[config.mk]
export PLATFORM = sky130hd
export DESIGN_NAME = instrument_packet_field_decoder
export DESIGN_NICKNAME = d
export VERILOG_FILES = /design/src/design/ipfd_pkg.sv /design/src/design/ipfd_in_stage.sv /design/src/design/ipfd_parser.sv /design/src/design/ipfd_out_stage.sv /design/src/design/instrument_packet_field_decoder.sv
export SDC_FILE = /design/constraint.sdc
export NUM_CORES = 1
export LEC_CHECK = 0
export ABC_AREA = 1
export BUFFER_PORTS_ARGS = -buffer_cell sky130_fd_sc_hd__clkbuf_2
export CORE_MARGIN = 10
export CORE_UTILIZATION = 56
export CTS_BUF_LIST = sky130_fd_sc_hd__clkbuf_4
export CTS_CLUSTER_DIAMETER = 150
export DETAILED_ROUTE_END_ITERATION = 12
export PLACE_DENSITY = 0.86
export SLEW_MARGIN = 25
export SYNTH_ARGS = -nofsm -noshare
export SYNTH_HDL_FRONTEND = slang
export SYNTH_HIERARCHICAL = 1
export SYNTH_SLANG_ARGS = --single-unit
[constraint.sdc]
create_clock -name i_clk -period 12.7 [get_ports i_clk]
set_input_delay 1.27 -clock i_clk [delete_from_list [all_inputs] [get_ports i_clk]]
set_output_delay 1.27 -clock i_clk [all_outputs]
set_load 0.01 [all_outputs]
[src/design/ipfd_pkg.sv]
// Package for the instrument packet field decoder.
// Holds the item and record types, protocol constants and the field id lookup.
package ipfd_pkg;

    localparam logic [7:0] MAX_PACKET_BYTES = 8'd128;
    localparam logic [7:0] HEADER_LAST_POS  = 8'd8;
    localparam logic [7:0] FIRST_FIELD_POS  = 8'd13;
    localparam logic [7:0] DATA_CATEGORY    = 8'h02;
    localparam logic [7:0] TYPE_SHORT       = 8'h04;
    localparam logic [7:0] TYPE_LONG        = 8'h05;
    localparam logic [2:0] END_SHORT        = 3'd5;
    localparam logic [2:0] END_LONG         = 3'd6;

    localparam logic [7:0] ID_DEPTH         = 8'h04;
    localparam logic [7:0] ID_APP_SPEED     = 8'h05;
    localparam logic [7:0] ID_APP_ANGLE     = 8'h06;
    localparam logic [7:0] ID_SUPPLY        = 8'h1b;
    localparam logic [7:0] ID_TRUE_SPEED    = 8'h21;
    localparam logic [7:0] ID_TRUE_ANGLE    = 8'h22;

    localparam logic [2:0] Q_DEPTH          = 3'd0;
    localparam logic [2:0] Q_APP_SPEED      = 3'd1;
    localparam logic [2:0] Q_APP_ANGLE      = 3'd2;
    localparam logic [2:0] Q_SUPPLY         = 3'd3;
    localparam logic [2:0] Q_TRUE_SPEED     = 3'd4;
    localparam logic [2:0] Q_TRUE_ANGLE     = 3'd5;

    localparam logic       KIND_HEADER      = 1'b0;
    localparam logic       KIND_UPDATE      = 1'b1;

    localparam int         NUM_QTY          = 6;
    localparam int         OUT_DATA_W       = 104;

    typedef struct packed {
        logic       last;
        logic [7:0] value;
    } t_byte;

    typedef struct packed {
        logic        kind;
        logic [5:0]  valid_mask;
        logic [15:0] reading;
        logic [2:0]  quantity;
        logic [7:0]  message_code;
        logic [7:0]  message_category;
        logic [23:0] device_id;
        logic [7:0]  device_type;
        logic [23:0] network_id;
    } t_rec;

    typedef struct packed {
        logic       hit;
        logic [2:0] qty;
    } t_qty_lookup;

    function automatic t_qty_lookup id_to_quantity(input logic [7:0] id);
        t_qty_lookup r;
        r.hit = 1'b1;
        r.qty = Q_DEPTH;
        unique case (id)
            ID_DEPTH:      r.qty = Q_DEPTH;
            ID_APP_SPEED:  r.qty = Q_APP_SPEED;
            ID_APP_ANGLE:  r.qty = Q_APP_ANGLE;
            ID_SUPPLY:     r.qty = Q_SUPPLY;
            ID_TRUE_SPEED: r.qty = Q_TRUE_SPEED;
            ID_TRUE_ANGLE: r.qty = Q_TRUE_ANGLE;
            default:       r.hit = 1'b0;
        endcase
        return r;
    endfunction

endpackage

[src/design/ipfd_in_stage.sv]
// Input register of the instrument packet field decoder.
// Depends on ipfd_pkg for the byte item type.
module ipfd_in_stage (
    input  logic           i_clk,
    input  logic           i_rst_n,
    input  logic           i_valid,
    output logic           o_ready,
    input  ipfd_pkg::t_byte i_item,
    input  logic           i_adv,
    output logic           o_valid,
    output ipfd_pkg::t_byte o_item
);
    import ipfd_pkg::*;

    logic  r_valid;
    t_byte r_item;

    assign o_ready = !r_valid || i_adv;
    assign o_valid = r_valid;
    assign o_item  = r_item;

    always_ff @(posedge i_clk) begin
        if (!i_rst_n) begin
            r_valid <= 1'b0;
        end else if (i_valid && o_ready) begin
            r_valid <= 1'b1;
        end else if (i_adv) begin
            r_valid <= 1'b0;
        end
    end

    always_ff @(posedge i_clk) begin
        if (i_valid && o_ready) begin
            r_item <= i_item;
        end
    end

endmodule

[src/design/ipfd_parser.sv]
// Packet parser: position counter, header capture, field checksum and store.
// Depends on ipfd_pkg for types, constants and the field id lookup.
module ipfd_parser (
    input  logic            i_clk,
    input  logic            i_rst_n,
    input  logic            i_adv,
    input  ipfd_pkg::t_byte i_item,
    output logic            o_rec_valid,
    output ipfd_pkg::t_rec  o_rec
);
    import ipfd_pkg::*;

    logic [7:0]  r_pos,   n_pos;
    logic [63:0] r_hdr,   n_hdr;
    logic [2:0]  r_fidx,  n_fidx;
    logic        r_long,  n_long;
    logic [7:0]  r_sum,   n_sum;
    logic [7:0]  r_code,  n_code;
    logic [15:0] r_val,   n_val;
    logic        r_stop,  n_stop;
    logic [5:0]  r_qvld,  n_qvld;

    t_qty_lookup lk;
    logic [2:0]  fend;
    logic [7:0]  b;

    assign b    = i_item.value;
    assign lk   = id_to_quantity(r_code);
    assign fend = r_long ? END_LONG : END_SHORT;

    always_comb begin
        n_pos  = r_pos;
        n_hdr  = r_hdr;
        n_fidx = r_fidx;
        n_long = r_long;
        n_sum  = r_sum;
        n_code = r_code;
        n_val  = r_val;
        n_stop = r_stop;
        n_qvld = r_qvld;
        o_rec_valid = 1'b0;
        o_rec  = '0;

        if (r_pos < MAX_PACKET_BYTES) begin
            if (r_pos < HEADER_LAST_POS) begin
                n_hdr = {r_hdr[55:0], b};
            end else if (r_pos == HEADER_LAST_POS) begin
                o_rec_valid            = 1'b1;
                o_rec.kind             = KIND_HEADER;
                o_rec.network_id       = r_hdr[63:40];
                o_rec.device_type      = r_hdr[39:32];
                o_rec.device_id        = r_hdr[31:8];
                o_rec.message_category = r_hdr[7:0];
                o_rec.message_code     = b;
            end else if (r_pos >= FIRST_FIELD_POS && r_hdr[7:0] == DATA_CATEGORY
                         && !r_stop) begin
                if (r_fidx == 3'd0) begin
                    if (b == TYPE_SHORT || b == TYPE_LONG) begin
                        n_long = (b == TYPE_LONG);
                        n_sum  = b;
                        n_fidx = 3'd1;
                    end else begin
                        n_stop = 1'b1;
                    end
                end else if (r_fidx >= fend) begin
                    if (b == r_sum && lk.hit) begin
                        n_qvld         = r_qvld | (6'd1 << lk.qty);
                        o_rec_valid    = 1'b1;
                        o_rec.kind     = KIND_UPDATE;
                        o_rec.quantity = lk.qty;
                        o_rec.reading  = r_val;
                    end
                    n_fidx = 3'd0;
                    n_sum  = '0;
                    n_code = '0;
                    n_val  = '0;
                end else begin
                    if (r_fidx == 3'd1) begin
                        n_code = b;
                    end else if (r_fidx == 3'd3) begin
                        n_val = {b, 8'd0};
                    end else if (r_fidx == 3'd4) begin
                        n_val = {r_val[15:8], b};
                    end
                    n_sum  = r_sum + b;
                    n_fidx = r_fidx + 3'd1;
                end
            end
            n_pos = r_pos + 8'd1;
        end

        o_rec.valid_mask = n_qvld;

        if (i_item.last) begin
            n_pos  = '0;
            n_hdr  = '0;
            n_fidx = '0;
            n_long = 1'b0;
            n_sum  = '0;
            n_code = '0;
            n_val  = '0;
            n_stop = 1'b0;
        end
    end

    always_ff @(posedge i_clk) begin
        if (!i_rst_n) begin
            r_pos  <= '0;
            r_hdr  <= '0;
            r_fidx <= '0;
            r_long <= 1'b0;
            r_sum  <= '0;
            r_code <= '0;
            r_val  <= '0;
            r_stop <= 1'b0;
            r_qvld <= '0;
        end else if (i_adv) begin
            r_pos  <= n_pos;
            r_hdr  <= n_hdr;
            r_fidx <= n_fidx;
            r_long <= n_long;
            r_sum  <= n_sum;
            r_code <= n_code;
            r_val  <= n_val;
            r_stop <= n_stop;
            r_qvld <= n_qvld;
        end
    end

    a_pos_bound: assert property (@(posedge i_clk) disable iff (!i_rst_n)
        r_pos <= MAX_PACKET_BYTES)
        else $error("position counter past limit");

    a_fidx_bound: assert property (@(posedge i_clk) disable iff (!i_rst_n)
        r_fidx <= END_LONG)
        else $error("field index past field end");

    a_valid_grows: assert property (@(posedge i_clk) disable iff (!i_rst_n)
        (r_qvld & $past(r_qvld)) == $past(r_qvld))
        else $error("quantity valid flag dropped");

    a_fidx_idle: assert property (@(posedge i_clk) disable iff (!i_rst_n)
        r_stop |-> r_fidx == 3'd0)
        else $error("field in progress after parse stop");

endmodule

[src/design/ipfd_out_stage.sv]
// Result register of the instrument packet field decoder.
// Depends on ipfd_pkg for the record type.
module ipfd_out_stage (
    input  logic           i_clk,
    input  logic           i_rst_n,
    input  logic           i_load,
    input  ipfd_pkg::t_rec i_rec,
    output logic           o_free,
    output logic           o_valid,
    input  logic           i_ready,
    output ipfd_pkg::t_rec o_rec
);
    import ipfd_pkg::*;

    logic r_valid;
    t_rec r_rec;

    assign o_free  = !r_valid || i_ready;
    assign o_valid = r_valid;
    assign o_rec   = r_rec;

    always_ff @(posedge i_clk) begin
        if (!i_rst_n) begin
            r_valid <= 1'b0;
        end else if (i_load) begin
            r_valid <= 1'b1;
        end else if (i_ready) begin
            r_valid <= 1'b0;
        end
    end

    always_ff @(posedge i_clk) begin
        if (i_load) begin
            r_rec <= i_rec;
        end
    end

endmodule

[src/design/instrument_packet_field_decoder.sv]
// Top level of the instrument packet field decoder.
// Depends on ipfd_pkg, ipfd_in_stage, ipfd_parser and ipfd_out_stage.
//
// Takes one packet byte per cycle (tlast on the final byte) and returns a header
// record after byte 8 and one update record per field with a good checksum and
// a known id. Sustained rate is one byte per clock while the result side accepts:
// the input register, the parser and the result register each move one item a cycle,
// and a record passes the input register and then the result register. Stalls on
// the result side hold the input register and then drop s_tready.
module instrument_packet_field_decoder (
    input  logic                              i_clk,
    input  logic                              i_rst_n,
    input  logic                              i_s_tvalid,
    output logic                              o_s_tready,
    input  logic [7:0]                        i_s_tdata,  // byte_value
    input  logic                              i_s_tlast,  // last_byte
    output logic                              o_m_tvalid,
    input  logic                              i_m_tready,
    // network_id, device_type, device_id, message_category, message_code,
    // quantity, reading, valid_mask, zero pad
    output logic [ipfd_pkg::OUT_DATA_W-1:0]   o_m_tdata,
    output logic                              o_m_tuser   // rec_kind
);
    import ipfd_pkg::*;

    t_byte s_item;
    t_byte p_item;
    logic  p_valid;
    logic  adv;
    logic  out_free;
    logic  rec_valid;
    t_rec  rec;
    t_rec  m_rec;

    assign s_item.value = i_s_tdata;
    assign s_item.last  = i_s_tlast;
    assign adv          = p_valid && out_free;

    ipfd_in_stage u_in (
        .i_clk   (i_clk),
        .i_rst_n (i_rst_n),
        .i_valid (i_s_tvalid),
        .o_ready (o_s_tready),
        .i_item  (s_item),
        .i_adv   (adv),
        .o_valid (p_valid),
        .o_item  (p_item)
    );

    ipfd_parser u_parser (
        .i_clk       (i_clk),
        .i_rst_n     (i_rst_n),
        .i_adv       (adv),
        .i_item      (p_item),
        .o_rec_valid (rec_valid),
        .o_rec       (rec)
    );

    ipfd_out_stage u_out (
        .i_clk   (i_clk),
        .i_rst_n (i_rst_n),
        .i_load  (adv && rec_valid),
        .i_rec   (rec),
        .o_free  (out_free),
        .o_valid (o_m_tvalid),
        .i_ready (i_m_tready),
        .o_rec   (m_rec)
    );

    assign o_m_tuser = m_rec.kind;
    assign o_m_tdata = {7'd0, m_rec.valid_mask, m_rec.reading, m_rec.quantity,
                        m_rec.message_code, m_rec.message_category, m_rec.device_id,
                        m_rec.device_type, m_rec.network_id};

    a_update_qty: assert property (@(posedge i_clk) disable iff (!i_rst_n)
        (o_m_tvalid && m_rec.kind == KIND_UPDATE) |-> m_rec.quantity <= Q_TRUE_ANGLE)
        else $error("update record with bad quantity");

    a_update_mask: assert property (@(posedge i_clk) disable iff (!i_rst_n)
        (o_m_tvalid && m_rec.kind == KIND_UPDATE) |-> m_rec.valid_mask[m_rec.quantity])
        else $error("update record without its valid flag");

    a_header_clean: assert property (@(posedge i_clk) disable iff (!i_rst_n)
        (o_m_tvalid && m_rec.kind == KIND_HEADER) |-> (m_rec.quantity == 3'd0
        && m_rec.reading == 16'd0))
        else $error("header record carries update fields");

    a_update_clean: assert property (@(posedge i_clk) disable iff (!i_rst_n)
        (o_m_tvalid && m_rec.kind == KIND_UPDATE) |-> (m_rec.network_id == 24'd0
        && m_rec.device_id == 24'd0))
        else $error("update record carries header fields");

    a_hold_input: assert property (@(posedge i_clk) disable iff (!i_rst_n)
        (p_valid && !out_free) |-> !o_s_tready)
        else $error("input taken while result side stalled");

endmodule

Yosys cells after proc, flatten, opt, wreduce, memory -nomap -nowiden
Index checks and enable logic that the tools add are counted.
Widths: inputs -> output; s select.
{"block": "totals", "reg_bits": 224, "n_memories": 0, "wordCells": 166, "ramBits": 0, "romBits": 0, "inputBits": 13, "latch_bits": 0}
{"block": "op_classes", "bitwise": 6, "n_eq_ne": 20, "mux": 74, "div": 0, "addsub": 3, "magnitude_cmp": 4, "shift": 1, "mul": 0, "reduce_logical": 35}
{"cell": "$mux 64", "count": 3}
{"cell": "$mux 8", "count": 19}
{"cell": "$mux 16", "count": 9}
{"cell": "$mux 6", "count": 7}
{"cell": "$eq 8x3->1 const B", "count": 5}
{"cell": "$mux 1", "count": 26}
{"cell": "$mux 3", "count": 8}
{"cell": "$reduce_and 7->1", "count": 3}
{"cell": "$eq 8x6->1 const B", "count": 2}
{"cell": "$reduce_and 8->1", "count": 2}
{"cell": "$pmux 3 s5", "count": 1}
{"cell": "$reduce_bool 2->1", "count": 7}
{"cell": "$add 8x1->8 const B", "count": 1}
{"cell": "$add 8x8->8", "count": 1}
{"cell": "$eq 8x2->1 const B", "count": 1}
{"cell": "$eq 8x4->1 const B", "count": 1}
{"cell": "$eq 8x5->1 const B", "count": 1}
{"cell": "$eq 8x8->1", "count": 1}
{"cell": "$ge 8x4->1 const B", "count": 1}
{"cell": "$lt 8x4->1 const B", "count": 1}
{"cell": "$lt 8x8->1 const B", "count": 1}
{"cell": "$ne 2x2->1 const B", "count": 4}
{"cell": "$reduce_or 7->1", "count": 1}
{"cell": "$logic_and 1x1->1", "count": 6}
{"cell": "21 further kinds", "count": 31}

Logic depth before layout (Yosys ltp)
{"block": "depth", "word_depth": 13, "ltp_mapped": 14, "ltp_nobuf": 14}

Modules after synthesis
The synthesis kept the hierarchy.
{"module": "ipfd_parser", "n_inst": 1, "area_per_inst_um2": 6027.0, "cells_each": 955}
{"module": "ipfd_out_stage", "n_inst": 1, "area_per_inst_um2": 2989.1, "cells_each": 104}
{"module": "ipfd_in_stage", "n_inst": 1, "area_per_inst_um2": 321.6, "cells_each": 16}
{"module": "instrument_packet_field_decoder", "n_inst": 1, "area_per_inst_um2": 73.8, "cells_each": 12}

Worst setup path before layout
Ideal clock, no wire load.
{"block": "synth_timing", "kind": "reg2reg", "from": "register u_in.r_item (netlist bit u_in/o_item[3])", "to": "register u_out.r_valid (netlist: u_out/o_valid)", "setup_slack_ns": 8.001, "n_path_buf": 0, "stages_incl_launch_ff": 12, "required_ns": 12.628, "arrival_ns": 4.627, "synth_period_minus_slack_ns": 4.699, "cell_sequence": "edfxtp_1 ha_1 nor2_1 nor3b_1 nand3_1 nor2_4 nand4_1 a21oi_1 inv_1 nor2_2 inv_1 a21oi_2"}
{"block": "synth_between", "elab_chain_len": 11, "elab_cells_between_ends": 12}
{"item": "from (decl)", "line_no": "ipfd_in_stage.sv:16", "source": "t_byte r_item;"}
{"item": "from (signal assigned)", "line_no": "ipfd_in_stage.sv:34", "source": "r_item <= i_item;"}
{"item": "$eq 8x8->1 (*)", "line_no": "ipfd_parser.sv:66", "source": "if (b == r_sum && lk.hit) begin"}
{"item": "$logic_and 1x1->1 (*)", "line_no": "ipfd_parser.sv:66"}
{"item": "$mux 1 (*)", "line_no": "ipfd_parser.sv:66"}
{"item": "$mux 1 (*) (3 in series)"}
{"item": "$mux 1 (*)", "line_no": "ipfd_parser.sv:47", "source": "end else if (r_pos == HEADER_LAST_POS) begin"}
{"item": "$mux 1 (*)", "line_no": "ipfd_parser.sv:45", "source": "if (r_pos < HEADER_LAST_POS) begin"}
{"item": "$mux 1 (*)", "line_no": "ipfd_parser.sv:44", "source": "if (r_pos < MAX_PACKET_BYTES) begin"}
{"item": "net rec_valid", "line_no": "instrument_packet_field_decoder.sv:31", "source": "logic rec_valid;"}
{"item": "$logic_and 1x1->1 (*)", "line_no": "instrument_packet_field_decoder.sv:62", "source": ".i_load (adv && rec_valid),"}
{"item": "$mux 1 / $reduce_bool 2->1 (equally long branches)"}
{"item": "to (signal assigned)", "line_no": "ipfd_out_stage.sv:24", "source": "r_valid <= 1'b0;"}
{"item": "to (signal assigned)", "line_no": "ipfd_out_stage.sv:26", "source": "r_valid <= 1'b1;"}
{"item": "to (signal assigned)", "line_no": "ipfd_out_stage.sv:28", "source": "r_valid <= 1'b0;"}
{"item": "to (decl)", "line_no": "ipfd_out_stage.sv:15", "source": "logic r_valid;"}
The timed path passes the listed nets; every way through them passes the cells marked *.
A chain may end at the register's enable or synchronous reset.

Worst setup path after layout
{"block": "layout_timing", "from": "input port i_m_tready", "to": "output port o_s_tready"}
{"block": "layout_between", "elab_chain_len": 3}
{"item": "from (decl)", "line_no": "instrument_packet_field_decoder.sv:18", "source": "input logic i_m_tready,"}
{"item": "$logic_or 1x1->1", "line_no": "ipfd_out_stage.sv:18", "source": "assign o_free = !r_valid || i_ready;"}
{"item": "net out_free", "line_no": "instrument_packet_field_decoder.sv:30", "source": "logic out_free;"}
{"item": "$logic_and 1x1->1", "line_no": "instrument_packet_field_decoder.sv:37", "source": "assign adv = p_valid && out_free;"}
{"item": "net adv", "line_no": "instrument_packet_field_decoder.sv:29", "source": "logic adv;"}
{"item": "$logic_or 1x1->1", "line_no": "ipfd_in_stage.sv:18", "source": "assign o_ready = !r_valid || i_adv;"}
{"item": "to (decl)", "line_no": "instrument_packet_field_decoder.sv:14", "source": "output logic o_s_tready,"}
The timed path passes the listed nets, and every way through them passes these cells.

==> impl_metrics.env <==
export IMPL_status="complete, no violations"
export IMPL_synthToLayoutAreaGrowth_pct=15.06
export IMPL_placed_cell_area_sq_mm=0.01011
export IMPL_rr_startpoint="u_in/o_item[3]$_DFFE_PP_"
export IMPL_worst_pin_slew_ns=1.021
export IMPL_drt_iter0_drc=583
export IMPL_drc=0
export IMPL_syn_area_sq_mm=0.009412
export IMPL_synth_edf_count=107
export IMPL_drtAntennaViolNets=0
export IMPL_grt_ovfl_total=0
export IMPL_maxCapViolCount=0
export IMPL_finalWirelength_mm=20.85
export IMPL_cts_tree="done"
export IMPL_postCtsSetupBuffers=0
export IMPL_hold_depth=2
export IMPL_synthXorXnorAreaFrac_pct=0.3722
export IMPL_use_met3_pct=4.801
export IMPL_met1_usage_pct=23.01
export IMPL_total_power_mw=1.436
export IMPL_vdd_drop_max_mv=0.07660
export IMPL_layout_commonest_cell="nand2_1"
export IMPL_firstDrtPassIters=5
export IMPL_clock_sinks=224
export IMPL_fin_nets=1253
export IMPL_ff2ff_setup_slack_ns=9.50
export IMPL_antenna_found_initial=1
export IMPL_cts_resized=0
export IMPL_synth_distinct_cells=41
export IMPL_fin_crit_ns=3.373
export IMPL_cp_end_kind="primary output"
export IMPL_synth_top_family_by_area="simple AND/OR/NAND/NOR gates"
export IMPL_ys_flop_type="dfxtp_1"
export IMPL_muxShareOfSynthArea_pct=0
export IMPL_report_final_slew_viol_count=0
export IMPL_grt_usage_pct=18.53
export IMPL_via_per_inst=5.017
export IMPL_fmax_ghz=0.2965
export IMPL_start_util_pct=56.95
export IMPL_clk_latency_ns=0.66
export IMPL_rsz0062_at_grt="no"
export IMPL_rows=47
export IMPL_vias=7476
export IMPL_synth_compound_area_share_pct=8.030
export IMPL_globalplace_congestion=0.8846
export IMPL_final_area_sq_mm=0.01083
export IMPL_wl_per_cell_um=13.99
export IMPL_postSynthAreaPerCell_sq_um=8.658
export IMPL_cp_arrival_ns=2.10
export IMPL_dpl_cell_count=1387
export IMPL_hpwl_mm=14.02
export IMPL_die_w_um=149.6
export IMPL_grt_max_degree=87
export IMPL_synth_async_reset_ratio_pct=0
export IMPL_synth_adder_area_share_pct=2.340
export IMPL_io_pins=120
export IMPL_r2r_end="u_out/o_rec[78]$_DFFE_PP_"
export IMPL_period_share_pct=26.56
export IMPL_post_layout_nonfiller_instances=1490
export IMPL_synth_ff_latch_count=224
export IMPL_clk_path_buf_depth=3
export IMPL_finalHoldViolCount=0
export IMPL_fin_skew_ns=0.04437
export IMPL_crit_path_start_kind="input pin"
export IMPL_ys_seq_area_share_pct=59.03
export IMPL_synthSimpleGateAreaFrac_pct=21.22
export IMPL_min_delay_start="u_parser/r_hdr[59]$_SDFFE_PN0P_"
export IMPL_dieArea_sq_mm=0.02239
export IMPL_fill_cells=1344
export IMPL_ys_warn_count=6
export IMPL_clock_root_buffer="clkbuf_4"
export IMPL_io_buffers=112
export IMPL_clk_pin_slew_ns=0.06
export IMPL_cts_buffers=54
export IMPL_grt_first_pass_wirelength_mm=34.61
export IMPL_powerDensity_mw_per_mm2=132.6
export IMPL_ctsHoldBuffers=0
export IMPL_use_met2_pct=30.12
export IMPL_htreeDepth=2
export IMPL_required_ns=11.43
export IMPL_power_leakage_nw=4.530
export IMPL_setup_tns_final_ns=0
export IMPL_core_area_sq_mm=0.01652
export IMPL_grt_busiest_layer="met2"
export IMPL_slew_headroom_pct=31.84
export IMPL_finalSetupViolCount=0
export IMPL_layout_common_cells="nand2_1, nor2_1, inv_1, dfxtp_1, clkbuf_2"
export IMPL_drive_above_1_share_pct=18.91
export IMPL_worstHoldPathType="reg -> reg"
export IMPL_holdPathEnd="u_parser/r_hdr[59]$_SDFFE_PN0P_"
export IMPL_cp_max_fo=11
export IMPL_syn_inst=1087
export IMPL_critical_path_class="in -> out"
export IMPL_grt_pass1_vias=7326
export IMPL_die_h_um=149.6
export IMPL_worst_r2r_path_depth=10
-- area by class of cell --
class / count / area (sq um) / share of cell area, %
Sequential cell: 224 / 5555 / 51.30
Multi-Input combinational cell: 657 / 3044 / 28.11
Clock buffer: 87 / 653.1 / 6.031
Inverter: 169 / 634.4 / 5.858
Timing Repair Buffer: 117 / 598.1 / 5.523
Tap cell: 220 / 275.3 / 2.542
Clock inverter: 15 / 66.31 / 0.6124
Antenna cell: 1 / 2.502 / 0.02311
-- registers in the layout (all words and copies together), names as in the netlist --
| signal | cells |
|---|---|
| u_parser/r_pos | 8 |
| u_parser/r_val | 16 |
| u_out/o_rec | 98 |
| u_parser/r_qvld | 6 |
| u_parser/r_fidx | 3 |
| u_parser/r_hdr | 64 |
| u_out/o_valid | 1 |
| u_parser/r_code | 8 |
| u_parser/r_long | 1 |
| u_parser/r_stop | 1 |
| u_parser/r_sum | 8 |
| u_in/o_item | 9 |
| u_in/o_valid | 1 |
-- cells in the mapped netlist (2+ instances only) --
master / n / share of area (%)
nand2_1: 244 / 9.7
nor2_1: 164 / 6.5
inv_1: 160 / 6.4
dfxtp_1: 117 / 25
edfxtp_1: 107 / 34
a21oi_1: 106 / 5.6
nand3_1: 37 / 2.0
o21ai_0: 28 / 1.5
clkbuf_1: 23 / 0.92
ha_1: 16 / 2.1
buf_2: 12 / 0.64
inv_2: 8 / 0.32
nor3_1: 8 / 0.43
buf_4: 7 / 0.56
nand2_2: 7 / 0.47
nand4_1: 6 / 0.40
nor2_2: 6 / 0.40
a211oi_1: 3 / 0.24
nand2_4: 3 / 0.36
xor2_1: 3 / 0.28
a21oi_2: 2 / 0.19
-- cells by family (layout without fill, tap and decap cells) --
logic type                 count (synthesis)  in the layout
AOI/OAI and AO/OA                        145            145
xor gates and xnor gates                   4              4
adders and majority gates                 17             17
buffers and inverters                    212            388
DFF                                      224            224
other                                      1              8
and+or+nand+nor                          484            484
-- how the worst max path moves through the flow --
stage / slack (ns) / endpoint / from / depth (start not counted)
2_1_floorplan: 8.00 / u_out/o_valid$_SDFFE_PN0P_ / u_in/o_item[3]$_DFFE_PP_ / 11
3_3_place_gp: 9.36 / o_s_tready / i_m_tready / 8
3_5_place_dp: 9.28 / u_parser/r_hdr[10]$_SDFFE_PN0P_ / i_m_tready / 11
4_1_cts: 9.34 / o_s_tready / i_m_tready / 8
5_1_grt: 9.21 / u_out/o_rec[88]$_DFFE_PP_ / u_in/o_item[3]$_DFFE_PP_ / 10
6_report: 9.33 / o_s_tready / i_m_tready / 8
-- report_power, final --
part | total [mW] | leakage [nW] | internal (mW) | switching (mW)
Sequential | 0.765 | 2.17 | 0.757 | 0.00805
Clock | 0.590 | 0.429 | 0.312 | 0.278
Combinational | 0.0809 | 1.93 | 0.0222 | 0.0587
-- critical path, cell delays in order --
cell and delay, ns:
clkbuf_2 0.08, inv_1 0.04, nand2_2 0.06, nand2_1 0.10, inv_1 0.27, inv_2 0.08
nand2_2 0.08, clkbuf_2 0.13
-- through the flow --
stage	util, %	hold WS [ns]	setup WS, ns
2_1_floorplan	-	0.4393	8.001
3_3_place_gp	61.16	0.4493	9.358
3_5_place_dp	61.16	0.4539	9.280
4_1_cts	65.52	0.4642	9.337
5_1_grt	65.53	0.4890	9.208
6_report	65.53	0.4628	9.327
-- per-layer routing --
metal	vias up	part of all wire, %
met5	-	0
met1	3430	43
li1	3729	-
met2	284	48
met3	33	7.6
met4	0	1.8
No activity file was read; power rests on OpenSTA's default activity.
